$ cat src/rtl/ppv_pkg.sv
// Shared types, widths and register indexes for the point projection block.
package ppv_pkg;

    localparam int COORD_W = 32;
    localparam int FRAC    = 16;
    localparam int COEF_W  = 32;
    localparam int DEPTH_W = 47;
    localparam int PIX_W   = 16;
    localparam int CFG_W   = 64;
    localparam int IDX_W   = 3;
    localparam int PROD_W  = COORD_W + COEF_W;
    localparam int CLIP_W  = PROD_W - FRAC + 2;
    localparam int QB      = COORD_W + 1;
    localparam int PRE_SH  = QB - FRAC;
    localparam int T_W     = COORD_W + 3;
    localparam int SP_W    = T_W + PIX_W + 1;
    localparam int SV_W    = SP_W + 1;

    localparam logic [IDX_W-1:0] REG_X_LO   = 3'd0;
    localparam logic [IDX_W-1:0] REG_X_HI   = 3'd1;
    localparam logic [IDX_W-1:0] REG_Y_LO   = 3'd2;
    localparam logic [IDX_W-1:0] REG_Y_HI   = 3'd3;
    localparam logic [IDX_W-1:0] REG_W_LO   = 3'd4;
    localparam logic [IDX_W-1:0] REG_W_HI   = 3'd5;
    localparam logic [IDX_W-1:0] REG_ORIGIN = 3'd6;
    localparam logic [IDX_W-1:0] REG_SIZE   = 3'd7;

    typedef struct packed {
        logic [CFG_W-1:0] x_lo;
        logic [CFG_W-1:0] x_hi;
        logic [CFG_W-1:0] y_lo;
        logic [CFG_W-1:0] y_hi;
        logic [CFG_W-1:0] w_lo;
        logic [CFG_W-1:0] w_hi;
        logic [2*PIX_W-1:0] origin;
        logic [2*PIX_W-1:0] size;
    } cfg_t;

    // one item inside the divider: remainders, numerator/quotient shift words
    typedef struct packed {
        logic               ok;
        logic               neg_x;
        logic               neg_y;
        logic [DEPTH_W-1:0] w;
        logic [DEPTH_W-1:0] rx;
        logic [DEPTH_W-1:0] ry;
        logic [QB-1:0]      bx;
        logic [QB-1:0]      by;
    } div_t;

endpackage

$ cat src/rtl/ppv_div_step.sv
// One restoring division step for both axes, one quotient bit per stage.
module ppv_div_step (
    input  logic          aclk,
    input  logic          aresetn,
    input  logic          in_valid,
    output logic          in_ready,
    input  ppv_pkg::div_t in_data,
    output logic          out_valid,
    input  logic          out_ready,
    output ppv_pkg::div_t out_data
);
    localparam int DW = ppv_pkg::DEPTH_W;
    localparam int QB = ppv_pkg::QB;

    logic          v_reg;
    ppv_pkg::div_t d_reg;
    ppv_pkg::div_t d_next;
    logic [DW:0]   sx, sy;
    logic          gx, gy;

    assign in_ready  = !v_reg || out_ready;
    assign out_valid = v_reg;
    assign out_data  = d_reg;

    always_comb begin
        sx = {in_data.rx, in_data.bx[QB-1]};
        sy = {in_data.ry, in_data.by[QB-1]};
        gx = sx >= {1'b0, in_data.w};
        gy = sy >= {1'b0, in_data.w};
        d_next    = in_data;
        d_next.rx = gx ? DW'(sx - {1'b0, in_data.w}) : sx[DW-1:0];
        d_next.ry = gy ? DW'(sy - {1'b0, in_data.w}) : sy[DW-1:0];
        d_next.bx = {in_data.bx[QB-2:0], gx};
        d_next.by = {in_data.by[QB-2:0], gy};
    end

    always_ff @(posedge aclk) begin
        if (!aresetn) v_reg <= 1'b0;
        else if (in_ready) v_reg <= in_valid;
    end

    always_ff @(posedge aclk) begin
        if (in_ready && in_valid) d_reg <= d_next;
    end
endmodule

$ cat config.mk
export PLATFORM = sky130hd
export DESIGN_NAME = ppv_div_step
export DESIGN_NICKNAME = d
export VERILOG_FILES = /design/src/rtl/ppv_pkg.sv /design/src/rtl/ppv_div_step.sv
export SDC_FILE = /design/constraint.sdc
export NUM_CORES = 1
export LEC_CHECK = 0
export BUFFER_PORTS_ARGS = -buffer_cell sky130_fd_sc_hd__buf_2
export CAP_MARGIN = 20
export CORE_ASPECT_RATIO = 2
export CORE_MARGIN = 2
export CORE_UTILIZATION = 50
export CTS_CLUSTER_DIAMETER = 60
export CTS_CLUSTER_SIZE = 8
export DETAILED_ROUTE_END_ITERATION = 12
export PLACE_DENSITY_LB_ADDON = 0.15
export SLEW_MARGIN = 5
export SYNTH_ARGS = -nofsm -noshare
export SYNTH_HDL_FRONTEND = slang
export SYNTH_SLANG_ARGS = --single-unit
$ cat constraint.sdc
create_clock -name aclk -period 16.4 [get_ports aclk]
set_input_delay 3.28 -clock aclk [delete_from_list [all_inputs] [get_ports aclk]]
set_output_delay 3.28 -clock aclk [all_outputs]
set_load 0.05 [all_outputs]
# After elaboration in Yosys (flattened, before gate mapping)

Index checks and enable logic that the tools add are counted.

Flip-flop bits (word level): 211
Bits in latches: 0
Bits in writable memories: 0
ROM bits: 0
Input port bits: 214
Output and inout port bits: 212
Logic and storage cells: 18
Memories: 0

Add/sub/neg operators: 2
Multiply operators: 0
Div/mod/pow operators: 0
Magnitude comparators: 2
Equal/unequal tests: 0
Shift-type cells: 0
Multiplexer cells: 2
Bitwise gates (word level): 0
Reductions and logical operators: 3

Operators by type and width:

| operator                                                       | count |
|---|---|
| 48-bit by 47-bit greater-or-equal comparator with 1-bit output | 2 |
| 47-bit two-way mux                                             | 2 |
| 47-bit subtractor                                              | 2 |
| 1-bit logical AND                                              | 1 |
| 1-bit logical NOT                                              | 1 |
| 1-bit logical OR                                               | 1 |

# Logic depth before layout (Yosys ltp)

Depth after elaboration: 3
Depth in mapped cells: 15
Gate-level depth less buffers: 13

# Worst setup path before layout

OpenSTA, ideal clock, no wires.

Path type: input to register
Start: input port out_ready
End: register d_reg, in the netlist out_data[0] (enable)
Library setup time: 0.596 ns
Arrival: 8.585 ns
Slack: 7.219 ns
Stages on the path: 2
Path buffers: 0
Cell sequence: nand2b_1 -> and2_1

Word-level cells in the longest chain between the ends: 2

Ends and longest elaborated chain:

| element              | line               | RTL |
|---|---|---|
| from (decl)          | ppv_div_step.sv:9  | `input logic out_ready,` |
| 1-bit logical OR     | ppv_div_step.sv:21 | `assign in_ready = !v_reg \|\| out_ready;` |
| 1-bit logical AND    | ppv_div_step.sv:43 | `if (in_ready && in_valid) d_reg <= d_next;` |
| to (signal assigned) | ppv_div_step.sv:43 |  |
| to (decl)            | ppv_div_step.sv:16 | `ppv_pkg::div_t d_reg;` |

No other way between the ends.
A chain may end at the register's enable or synchronous reset.

# Worst setup path after layout

Start: input port out_ready
End: output port in_ready

Word-level cells in the longest chain between the ends: 1

Ends and longest elaborated chain:

| element          | line               | RTL |
|---|---|---|
| 1-bit logical OR | ppv_div_step.sv:21 |  |
| to (decl)        | ppv_div_step.sv:6  | `output logic in_ready,` |

No other way between the ends.

==> impl_metrics.json <==
{
  "outcome": "complete, no violations",
  "cts_resized": 0,
  "critical-path-top-delay-family": "buffers and inverters",
  "cp_cell_sequence": "buf_2 > nand2b_1 > buf_2",
  "rows": 84,
  "ys_seq_area_frac": 0.4780,
  "fmaxAchievable_ghz": 0.1415,
  "setup_ws_ps": 9333,
  "synth_top_family_by_area": "compound AO/OA/AOI/OAI gates",
  "maxSlewHeadroom": 0.3417,
  "n_fill_cell": 2256,
  "peakVddDrop_mv": 0.08395,
  "hold_path_class": "register to register",
  "ant_nets": 0,
  "core_region_area_um2": 26170,
  "setup_viol": 0,
  "drc": 0,
  "grt_pass1_wl_um": 69630,
  "insertion_delay_ps": 560,
  "cp_max_fo": 3,
  "synth_cells": 1296,
  "pwr_density_cell_nw_per_um2": 110.3,
  "pin_count": 426,
  "startpoint_type": "input pin",
  "dp_hpwl_um": 39970,
  "fin_util": 0.6260,
  "worst_r2r_path_depth": 4,
  "antenna_found_initial": 13,
  "final.setup.tns_ps": 0,
  "viasPerCell": 5.718,
  "grt_pass1_vias": 12070,
  "root_buffer": "clkbuf_16",
  "synth_edf_count": 210,
  "p_leak_nw": 7.237,
  "cp.arrival_ps": 3790,
  "cp.depth": 3,
  "yosys_warnings": 0,
  "cts.clk_slew.worst_paths_ps": 40,
  "clockBufferDepth": 3,
  "grt_setup_unrepaired": "false",
  "worst_pin_slew_ps": 986.0,
  "synth_compound_area_frac": 0.1922,
  "crit_slowest_cell": "buf_2",
  "cp.required_ps": 13120,
  "postCtsHoldBufs": 0,
  "end_kind": "primary output",
  "seq_area_um2": 6326,
  "finalHoldViolCount": 0,
  "htree_num_levels": 1,
  "syn-num-nets": 1606,
  "drive_gt1_frac": 0.2899,
  "place.gp.congestion": 0.9964,
  "final_nets": 2017,
  "die_x_um": 119.0,
  "fin_cells": 2066,
  "yosys.area_share.simple": 0.1269,
  "post_cts.repair.setup_buffers": 0,
  "dr.pass1.iters": 5,
  "synth_adder_area_share": 0.09189,
  "vias": 11810,
  "post-route-min-period_ps": 7067,
  "routed_wl_um": 48330,
  "crit_top_cell": "buf_2",
  "fin_skew_ps": 12.91,
  "cts_tree": "built",
  "pre_cts_slack_ps": 9211,
  "die-area_um2": 27870,
  "finalMaxSlewViolations": 0,
  "area_delta_synth_final_pct": 23.78,
  "routedWlPerCell_um": 23.39,
  "grt_max_degree": 73,
  "clkSinkCount": 211,
  "cts_inserted_buffers": 30,
  "ys_ff_latch": 211,
  "grt.total_usage": 0.3399,
  "synthFlopType": "edfxtp_1",
  "initial_core_util": 0.5057,
  "synth_xor_area_frac": 0.05294,
  "syn_avg_cell_area_um2": 10.21,
  "maxCapViolCount": 0,
  "critical_path_class": "input pin to primary output",
  "critPathBufInv": 2,
  "cp_slowest_stage_delay_ps": 280,
  "portBuffers": 425,
  "fin_hold_ws_ps": 555.6,
  "dpl.cell_count": 2019,
  "hold_depth": 2,
  "synth_mux_area_frac": 0.01749,
  "dr.first_iter.drc_count": 750,
  "multiInputGateArea_um2": 6375,
  "async_flop_share": 0,
  "synth_cell_types": 74,
  "grt_overflow": 0,
  "synth_area_um2": 13240,
  "die_height_um": 234.1,
  "min_period_over_period": 0.4309
}
## state kept, by name (all words and copies together) (netlist names)
register	count
out_data	210
out_valid	1
## metal layers
| layer | GRT usage | vias up | routed length, um |
|---|---|---|---|
| li1 | - | 5637 | - |
| met1 | 0.2771 | 5359 | 13540 |
| met2 | 0.6518 | 610 | 25680 |
| met3 | 0.07442 | 198 | 3642 |
| met4 | 0.3177 | 10 | 5409 |
| met5 | 0 | - | 57 |
## cells in the mapped netlist (3+ instances only)
cell / instances / share of area
nand2_1: 105 / 0.030
buf_2: 12 / 0.0045
a21boi_0: 6 / 0.0034
inv_1: 70 / 0.020
o2111ai_1: 3 / 0.0020
o21bai_1: 15 / 0.0085
a31oi_1: 17 / 0.0080
o21ai_0: 69 / 0.026
nor3_1: 15 / 0.0057
a211oi_1: 10 / 0.0057
a221o_1: 4 / 0.0030
nor2b_1: 9 / 0.0043
a21o_1: 41 / 0.023
mux2_2: 5 / 0.0043
clkbuf_1: 26 / 0.0074
o21a_1: 15 / 0.0085
o211ai_1: 11 / 0.0062
or3b_2: 3 / 0.0020
or2_2: 3 / 0.0014
a211o_1: 3 / 0.0020
a21oi_1: 178 / 0.067
o31ai_1: 11 / 0.0062
mux2_4: 11 / 0.012
nand4_1: 22 / 0.010
xor2_1: 32 / 0.021
edfxtp_1: 210 / 0.48
buf_4: 3 / 0.0017
nor4_1: 8 / 0.0038
xnor2_1: 48 / 0.032
nor2_1: 120 / 0.034
nand3_1: 20 / 0.0076
or3_1: 3 / 0.0014
buf_6: 6 / 0.0051
ha_1: 94 / 0.089
nand2b_1: 15 / 0.0071
and3_1: 12 / 0.0057
and2_1: 11 / 0.0052
## final timing paths
kind	endpoint	slack (ps)	from
hold / removal	out_valid	560	out_valid
setup reg to reg	out_data[74]	13090	out_valid
setup / recovery	in_ready	9330	out_ready
hold reg to reg	out_valid	560	out_valid
## report_power, final
part	internal, W	switching [W]	total (W)
registers	0.000661	0.0000131	0.000674
clock network	0.000337	0.000218	0.000555
logic	0.000170	0.000407	0.000578
total	0.00117	0.000639	0.00181
## cells in the final DEF, fill, tap and decap left out, types with 12 or more instances in the layout
cell type / instances
nand2_1: 105
nand3_1: 20
ha_1: 94
buf_2: 425
nand4_1: 22
a21oi_1: 178
xor2_1: 32
nor2_1: 120
o21bai_1: 15
a21o_1: 41
and3_1: 12
clkbuf_16: 31
nand2b_1: 15
a31oi_1: 17
nor3_1: 15
o21ai_0: 69
edfxtp_1: 210
inv_1: 70
xnor2_1: 48
o21a_1: 15
## cells by family after synthesis
| logic type | Yosys count |
|---|---|
| AO/OA/AOI/OAI | 414 |
| multiplexers | 17 |
| buffers and inverters | 120 |
| flip-flops | 211 |
| adder cells (fa/ha/maj) | 96 |
| AND/OR/NAND/NOR | 358 |
| XOR/XNOR | 80 |
## worst min-delay path, delay by kind of cell, from the launching register on
| kind | cells | cell delay (ps) |
|---|---|---|
| and+or+nand+nor | 1 | 100 |
| DFF | 1 | 300 |
| AOI/OAI and AO/OA | 1 | 100 |
## per-stage QoR
| stage | instance area (um2) | power [W] |
|---|---|---|
| floorplan | 13240 | 0.001103 |
| global placement | 15550 | 0.001255 |
| detailed placement | 15550 | 0.001257 |
| CTS | 16370 | 0.001814 |
| global route | 16370 | 0.001881 |
| finish | 16380 | 0.001807 |
## final cells by class
cell class / count / area share
diodes: 4 / 0.0006110
clock buffers: 42 / 0.04987
clock inverters: 1 / 0.0004583
inverters: 71 / 0.01627
multi-input cells: 965 / 0.3891
flip-flops and latches: 211 / 0.3862
well taps: 344 / 0.02627
repair buffers: 428 / 0.1312
(Power assumes the default switching activity.)
