**config.mk**
```make
export PLATFORM = sky130hd
export DESIGN_NAME = ppv_screen
export DESIGN_NICKNAME = d
export VERILOG_FILES = /design/src/rtl/ppv_pkg.sv /design/src/rtl/ppv_screen.sv
export SDC_FILE = /design/constraint.sdc
export NUM_CORES = 2
export LEC_CHECK = 0
export BUFFER_PORTS_ARGS = -buffer_cell sky130_fd_sc_hd__buf_2
export CORE_MARGIN = 2
export CORE_UTILIZATION = 38
export CTS_CLUSTER_SIZE = 8
export DETAILED_ROUTE_END_ITERATION = 10
export SLEW_MARGIN = 20
export SYNTH_ARGS = -nofsm -noshare
export SYNTH_HDL_FRONTEND = slang
export SYNTH_SLANG_ARGS = --single-unit
```
**constraint.sdc**
```tcl
create_clock -name aclk -period 50.3 [get_ports aclk]
set_clock_uncertainty 0.2 [all_clocks]
set_input_delay 15.09 -clock aclk [delete_from_list [all_inputs] [get_ports aclk]]
set_output_delay 15.09 -clock aclk [all_outputs]
set_load 0.05 [all_outputs]
```
**src/rtl/ppv_pkg.sv**
```systemverilog
// Shared types, widths and register indexes for the point projection block.
package ppv_pkg;

    localparam int COORD_W = 32;
    localparam int FRAC    = 16;
    localparam int COEF_W  = 32;
    localparam int DEPTH_W = 47;
    localparam int PIX_W   = 16;
    localparam int CFG_W   = 64;
    localparam int IDX_W   = 3;
    localparam int PROD_W  = COORD_W + COEF_W;
    localparam int CLIP_W  = PROD_W - FRAC + 2;
    localparam int QB      = COORD_W + 1;
    localparam int PRE_SH  = QB - FRAC;
    localparam int T_W     = COORD_W + 3;
    localparam int SP_W    = T_W + PIX_W + 1;
    localparam int SV_W    = SP_W + 1;

    localparam logic [IDX_W-1:0] REG_X_LO   = 3'd0;
    localparam logic [IDX_W-1:0] REG_X_HI   = 3'd1;
    localparam logic [IDX_W-1:0] REG_Y_LO   = 3'd2;
    localparam logic [IDX_W-1:0] REG_Y_HI   = 3'd3;
    localparam logic [IDX_W-1:0] REG_W_LO   = 3'd4;
    localparam logic [IDX_W-1:0] REG_W_HI   = 3'd5;
    localparam logic [IDX_W-1:0] REG_ORIGIN = 3'd6;
    localparam logic [IDX_W-1:0] REG_SIZE   = 3'd7;

    typedef struct packed {
        logic [CFG_W-1:0] x_lo;
        logic [CFG_W-1:0] x_hi;
        logic [CFG_W-1:0] y_lo;
        logic [CFG_W-1:0] y_hi;
        logic [CFG_W-1:0] w_lo;
        logic [CFG_W-1:0] w_hi;
        logic [2*PIX_W-1:0] origin;
        logic [2*PIX_W-1:0] size;
    } cfg_t;

    // one item inside the divider: remainders, numerator/quotient shift words
    typedef struct packed {
        logic               ok;
        logic               neg_x;
        logic               neg_y;
        logic [DEPTH_W-1:0] w;
        logic [DEPTH_W-1:0] rx;
        logic [DEPTH_W-1:0] ry;
        logic [QB-1:0]      bx;
        logic [QB-1:0]      by;
    } div_t;

endpackage

```
**src/rtl/ppv_screen.sv**
```systemverilog
// Quotient range check, viewport scale and offset, output register (three stages).
module ppv_screen (
    input  logic                               aclk,
    input  logic                               aresetn,
    input  ppv_pkg::cfg_t                      cfg,
    input  logic                               in_valid,
    output logic                               in_ready,
    input  ppv_pkg::div_t                      in_data,
    output logic                               out_valid,
    input  logic                               out_ready,
    output logic                               valid_res,
    output logic signed [ppv_pkg::COORD_W-1:0] screen_x,
    output logic signed [ppv_pkg::COORD_W-1:0] screen_y,
    output logic        [ppv_pkg::DEPTH_W-1:0] depth
);
    localparam int QB = ppv_pkg::QB;
    localparam int TW = ppv_pkg::T_W;
    localparam int SP = ppv_pkg::SP_W;
    localparam int SV = ppv_pkg::SV_W;
    localparam int CO = ppv_pkg::COORD_W;
    localparam int PX = ppv_pkg::PIX_W;
    localparam logic [QB-1:0] LIM = QB'(1) << (CO - 1);

    logic v1_reg, v2_reg, v3_reg;
    logic rdy1, rdy2, rdy3;

    assign rdy3 = !v3_reg || out_ready;
    assign rdy2 = !v2_reg || rdy3;
    assign rdy1 = !v1_reg || rdy2;
    assign in_ready  = rdy1;
    assign out_valid = v3_reg;

    always_ff @(posedge aclk) begin
        if (!aresetn) begin
            v1_reg <= 1'b0;
            v2_reg <= 1'b0;
            v3_reg <= 1'b0;
        end else begin
            if (rdy1) v1_reg <= in_valid;
            if (rdy2) v2_reg <= v1_reg;
            if (rdy3) v3_reg <= v2_reg;
        end
    end

    // stage 1: signed ndc plus one
    logic signed [TW-1:0] tx_reg, ty_reg, tx_next, ty_next;
    logic ok1_reg, ok1_next;
    logic [ppv_pkg::DEPTH_W-1:0] w1_reg, w2_reg;
    always_comb begin
        tx_next = (in_data.neg_x ? -$signed(TW'(in_data.bx)) : $signed(TW'(in_data.bx)))
                + $signed(TW'(1) << ppv_pkg::FRAC);
        ty_next = (in_data.neg_y ? -$signed(TW'(in_data.by)) : $signed(TW'(in_data.by)))
                + $signed(TW'(1) << ppv_pkg::FRAC);
        ok1_next = in_data.ok
                && (in_data.neg_x ? (in_data.bx <= LIM) : (in_data.bx < LIM))
                && (in_data.neg_y ? (in_data.by <= LIM) : (in_data.by < LIM));
    end

    always_ff @(posedge aclk) begin
        if (rdy1 && in_valid) begin
            tx_reg  <= tx_next;
            ty_reg  <= ty_next;
            ok1_reg <= ok1_next;
            w1_reg  <= in_data.w;
        end
    end

    // stage 2: scale by viewport size
    logic signed [SP-1:0] px_reg, py_reg, px_next, py_next;
    logic ok2_reg;
    always_comb begin
        px_next = tx_reg * $signed({1'b0, cfg.size[PX-1:0]});
        py_next = ty_reg * $signed({1'b0, cfg.size[2*PX-1:PX]});
    end

    always_ff @(posedge aclk) begin
        if (rdy2 && v1_reg) begin
            px_reg  <= px_next;
            py_reg  <= py_next;
            ok2_reg <= ok1_reg;
            w2_reg  <= w1_reg;
        end
    end

    // stage 3: halve with floor, add origin, range check
    logic signed [SV-1:0] vx, vy;
    logic ok3;
    always_comb begin
        vx = (SV'($signed(cfg.origin[PX-1:0])) <<< ppv_pkg::FRAC) + SV'(px_reg >>> 1);
        vy = (SV'($signed(cfg.origin[2*PX-1:PX])) <<< ppv_pkg::FRAC) + SV'(py_reg >>> 1);
        ok3 = ok2_reg
           && (vx >= -(SV'(1) <<< (CO - 1))) && (vx < (SV'(1) <<< (CO - 1)))
           && (vy >= -(SV'(1) <<< (CO - 1))) && (vy < (SV'(1) <<< (CO - 1)));
    end

    always_ff @(posedge aclk) begin
        if (rdy3 && v2_reg) begin
            valid_res <= ok3;
            screen_x  <= ok3 ? vx[CO-1:0] : '0;
            screen_y  <= ok3 ? vy[CO-1:0] : '0;
            depth     <= ok3 ? w2_reg : '0;
        end
    end
endmodule

```
Word level (Yosys, flattened, before mapping)
Index checks and enable logic that the tools add are counted.

word-level totals
  register bits = 385
  input bits = 662
  logic and storage cells = 50
  output and inout port bits = 114

operators by class
  multiply operators = 2
  reductions and logical operators = 15
  mux-type cells = 4
  order comparisons = 8
  $add $sub $neg = 6

operator list
  cell                                                                                count
  32-bit by 51-bit adder with 52-bit output                                           2
  52-bit by 32-bit >= comparator with 1-bit output, second input constant             2
  52-bit by 33-bit less-than comparator with 1-bit output, second input constant      2
  35-bit by 17-bit multiplier with 52-bit output                                      2
  35-bit by 18-bit adder with 35-bit output, second input constant                    2
  35-bit 2-to-1 mux                                                                   2
  33-bit negator with 35-bit output                                                   2
  33-bit by 32-bit less-or-equal comparator with 1-bit output, second input constant  2
  33-bit by 32-bit less-than comparator with 1-bit output, second input constant      2
  1-bit logical AND                                                                   9
  1-bit logical NOT                                                                   3
  1-bit logical OR                                                                    3
  1-bit 2-to-1 mux                                                                    2

Logic depth before layout (Yosys ltp)
  depth after elaboration = 6
  mapped depth = 27
  gate-level depth less buffers = 25

Least setup slack after synthesis
Ideal clock, no wire load.

  kind = input to output
  start point = in out_ready
  end point = out in_ready
  cell stages on the path = 2
  required time = 35.010 ns
  path buffers = 0
  slack = 19.217 ns
  arrival time = 15.793 ns
  cell sequence = nor2b_1 -> nand3_1

on the way
  longest elaborated chain between the ends = 3

RTL lines
  what              line              text
  from (decl)       ppv_screen.sv:10  input logic out_ready,
  1-bit logical OR  ppv_screen.sv:27  assign rdy3 = !v3_reg || out_ready;
  1-bit logical OR  ppv_screen.sv:28  assign rdy2 = !v2_reg || rdy3;
  1-bit logical OR  ppv_screen.sv:29  assign rdy1 = !v1_reg || rdy2;
  to (decl)         ppv_screen.sv:7   output logic in_ready,

Every way passes these cells.

Worst setup path in the final report
Same ends and word-level chain as after synthesis.

==> metrics.txt <==
# TYPE chip_impl_metric gauge
chip_impl_metric{name="syn-cell-area",unit="sq um"} 57900
chip_impl_metric{name="synthArstFlopShare",unit="%"} 0
chip_impl_metric{name="finalCritPeriodShare",unit="%"} 62.6
chip_impl_metric{name="nets",unit=""} 8134
chip_impl_info{name="critical_path.startpoint_type",value="input port"} 1
chip_impl_metric{name="setup-violations-final",unit=""} 0
chip_impl_metric{name="groute.layer.met2.usage",unit="%"} 32.1
chip_impl_metric{name="drt-pass1-iter-count",unit=""} 5
chip_impl_metric{name="post-route-drc-count",unit=""} 0
chip_impl_metric{name="grt_antenna_before_repair",unit=""} 28
chip_impl_metric{name="hold_violations",unit=""} 0
chip_impl_info{name="endpoint_of_the_worst_slack_reg_to_reg_timing_path",value="py_reg[47]"} 1
chip_impl_metric{name="cts_max_level",unit=""} 2
chip_impl_info{name="tritoncts",value="done"} 1
chip_impl_metric{name="critical_path_required",unit="ps"} 35010
chip_impl_info{name="ys_top_cells_by_count",value="inv_1, fa_1, nand2_1"} 1
chip_impl_metric{name="post_synth.cell_area_avg",unit="sq um"} 9.73
chip_impl_metric{name="grt_pass1_wl",unit="mm"} 242
chip_impl_info{name="worst_setup_path_class",value="in2out"} 1
chip_impl_metric{name="reg2reg_slack",unit="ps"} 41830
chip_impl_metric{name="die_area",unit="sq um"} 156000
chip_impl_metric{name="yosysWarningCount",unit=""} 0
chip_impl_info{name="largest_family_of_logic_cells_by_synthesized_area",value="adder cells"} 1
chip_impl_info{name="hold_path.class",value="reg2reg"} 1
chip_impl_metric{name="tritoncts.num_buffers",unit=""} 58
chip_impl_metric{name="yosysUniqueCellTypes",unit=""} 81
chip_impl_metric{name="vias_per_cell",unit=""} 5.01
chip_impl_metric{name="synth.mux.area_fraction",unit="%"} 0.0540
chip_impl_metric{name="drt_wl_total",unit="mm"} 149
chip_impl_metric{name="synth_seq_area_share",unit="%"} 19.8
chip_impl_metric{name="tns",unit="ps"} 0
chip_impl_metric{name="cap_violations",unit=""} 0
chip_impl_metric{name="hold_ws",unit="ps"} 215
chip_impl_metric{name="core-area",unit="sq um"} 152000
chip_impl_info{name="whs_endpoint",value="w2_reg[28]"} 1
chip_impl_metric{name="cp.arrival",unit="ps"} 16180
chip_impl_metric{name="synth-compound-area-share",unit="%"} 6.73
chip_impl_metric{name="fmaxAchievable",unit="GHz"} 0.0318
chip_impl_info{name="netlist.top_cell.by_area",value="fa_1"} 1
chip_impl_metric{name="detailroute.via_count",unit=""} 40900
chip_impl_metric{name="flow.area_growth_from_synthesis",unit="%"} 8.82
chip_impl_metric{name="met1_track_utilization_from_global_routing",unit="%"} 27.0
chip_impl_metric{name="floorplan.die.height",unit="um"} 394
chip_impl_metric{name="hpwl",unit="mm"} 116
chip_impl_metric{name="r2r.worst_path.cells",unit=""} 22
chip_impl_metric{name="grt_use_met3",unit="%"} 4.03
chip_impl_metric{name="yosys_register_bits",unit=""} 383
chip_impl_metric{name="post_cts_hold_buffer_count",unit=""} 0
chip_impl_metric{name="period_needed",unit="ps"} 31470
chip_impl_info{name="dominantRegCellSynth",value="edfxtp_1"} 1
chip_impl_metric{name="path_clk_slew",unit="ps"} 50
chip_impl_metric{name="critPathMaxStageDelay",unit="ps"} 560
chip_impl_metric{name="cts_setup_buffers",unit=""} 0
chip_impl_metric{name="worst-path-max-fanout",unit=""} 6
chip_impl_metric{name="drt_iter0_markers",unit=""} 2410
chip_impl_metric{name="end_of_flow_core_utilization",unit="%"} 41.5
chip_impl_metric{name="first_global_vias",unit=""} 44200
chip_impl_metric{name="postLayoutCellArea",unit="sq um"} 63000
chip_impl_metric{name="clockBufferDepth",unit=""} 3
chip_impl_metric{name="worst-slew-pin-transition",unit="ps"} 1050
chip_impl_metric{name="clock_sinks",unit=""} 383
chip_impl_metric{name="synth_simple_gate_area_share",unit="%"} 15.6
chip_impl_metric{name="buffer_ports.inserted",unit=""} 297
chip_impl_info{name="worst_path_most_repeated_cell",value="buf_2"} 1
chip_impl_metric{name="maximum_number_of_pins_on_one_net_before_global_route_repair",unit=""} 119
chip_impl_metric{name="later_pin_clock_latency_in_the_skew_report",unit="ps"} 670
chip_impl_metric{name="track_usage",unit="%"} 19.7
chip_impl_metric{name="synth_nets",unit=""} 8000
chip_impl_info{name="crit_path_cell_trace",value="buf_2 > nor2b_1 > nand3_1 > buf_2"} 1
chip_impl_info{name="end_kind",value="output port"} 1
chip_impl_metric{name="floorplan.initialDensity",unit="%"} 38.2
chip_impl_info{name="clk_root_buffer_cell",value="clkbuf_16"} 1
chip_impl_info{name="global_route.peak_usage_layer",value="met2"} 1
chip_impl_metric{name="hold-path-cell-count",unit=""} 0
chip_impl_metric{name="postPlaceCellArea",unit="sq um"} 61300
chip_impl_info{name="unrepaired_setup_endpoints_after_global_routing",value="false"} 1
chip_impl_info{name="hp_start",value="w1_reg[28]"} 1
chip_impl_metric{name="synth-edff-count",unit=""} 380
chip_impl_metric{name="post_route_cells_drive_above_1_share",unit="%"} 8.08
chip_impl_metric{name="timing.final.max_slew_violations",unit=""} 0
chip_impl_metric{name="drtAntennaViolNets",unit=""} 0
chip_impl_metric{name="max_slew_margin",unit="%"} 30.2
chip_impl_info{name="worst_r2r_startpoint",value="ty_reg[7]"} 1
chip_impl_metric{name="design.portCount",unit=""} 776
chip_impl_metric{name="floorplan.rows",unit=""} 143
chip_impl_metric{name="grt_overflow_total",unit=""} 0
chip_impl_metric{name="n_fill_cell",unit=""} 15000
chip_impl_info{name="yosys-top-cells-area",value="fa_1, edfxtp_1, inv_1, ha_1, nand2_1"} 1
chip_impl_metric{name="synthesis.instances",unit=""} 5954
chip_impl_info{name="timing.critical_path.slowest_stage_cell",value="nor2b_1"} 1
chip_impl_metric{name="synth_top_area_share",unit="%"} 36.8
chip_impl_metric{name="postCtsResizedCells",unit=""} 0
chip_impl_metric{name="synth_xor_xnor_area_share",unit="%"} 3.90
chip_impl_metric{name="global_placement_routability_congestion",unit=""} 0.853
chip_impl_metric{name="synth-adder-area-share",unit="%"} 43.7
chip_impl_info{name="outcome",value="complete, no violations"} 1
chip_impl_info{name="yosys.cell_count.top_type",value="inv_1"} 1
chip_impl_metric{name="routedWlPerCell",unit="um"} 18.3
chip_impl_metric{name="fp.dieW",unit="um"} 394
-- final cells by class --
| class | count | area [sq um] | share of cell area [%] |
|---|---|---|---|
| clock inverter | 13 | 194 | 0.308 |
| tap | 2030 | 2540 | 4.03 |
| multi-input combinational | 3998 | 40600 | 64.4 |
| clock buffer | 76 | 1530 | 2.43 |
| sequential | 383 | 11500 | 18.2 |
| timing repair buffer | 333 | 1770 | 2.81 |
| inverter | 1314 | 4930 | 7.83 |
| antenna | 11 | 27.5 | 0.0437 |
-- metal layers --
layer / part of all wire [%] / wire length [um] / vias to the layer above
met1: 44 / 66100 / 20900
met5: 0.080 / 120 / -
met3: 7.6 / 11400 / 191
met4: 1.8 / 2630 / 20
met2: 46 / 68900 / 1189
li1: - / - / 18600
-- worst max-delay path, delay by kind of cell --
kind / cells / cell delay (ps)
buffers and inverters: 2 / 340
AND/OR/NAND/NOR: 2 / 740
-- layout by cell type (no fill, tap or decap), types with 30 or more instances in the layout --
cell type and count:
o31ai_1 30, nor3b_2 60, o21ai_0 94, a21oi_1 166, xor2_1 93, ha_1 320, and2_1 422, nand2_1 851
buf_4 35, clkbuf_16 58, o21a_1 31, inv_1 1314, fa_1 1064, nand3_1 40, nor2_1 112, buf_2 297
nor3_1 62, xnor2_1 165, a21o_1 87, edfxtp_1 380
-- worst max path at each step --
| stage | from | to | slack [ps] | cells after the start |
|---|---|---|---|---|
| 2_1_floorplan | out_ready | in_ready | 19220 | 2 |
| 3_3_place_gp | out_ready | in_ready | 18870 | 4 |
| 3_5_place_dp | out_ready | in_ready | 18830 | 4 |
| 4_1_cts | out_ready | in_ready | 18830 | 4 |
| 5_1_grt | out_ready | in_ready | 18710 | 4 |
| 6_report | out_ready | in_ready | 18830 | 4 |
-- cells by family after synthesis --
| kind of cell | count (synthesis) |
|---|---|
| flops | 383 |
| xor+xnor | 258 |
| fa+ha+maj | 1384 |
| compound gates | 590 |
| simple gates | 1763 |
| mux | 3 |
| buf+inv | 1573 |
-- per-stage QoR --
step / setup WS, ps / std cells
after detailed placement: 18830 / 8058
after floorplan: 19220 / 5954
after global routing: 18710 / 8149
final: 18830 / 8158
after global placement: 18870 / 8058
after CTS: 18830 / 8147
Power is left out: the tool's default activity adds up to more than one toggle a clock period on the data nets, which glitch-free logic cannot reach.
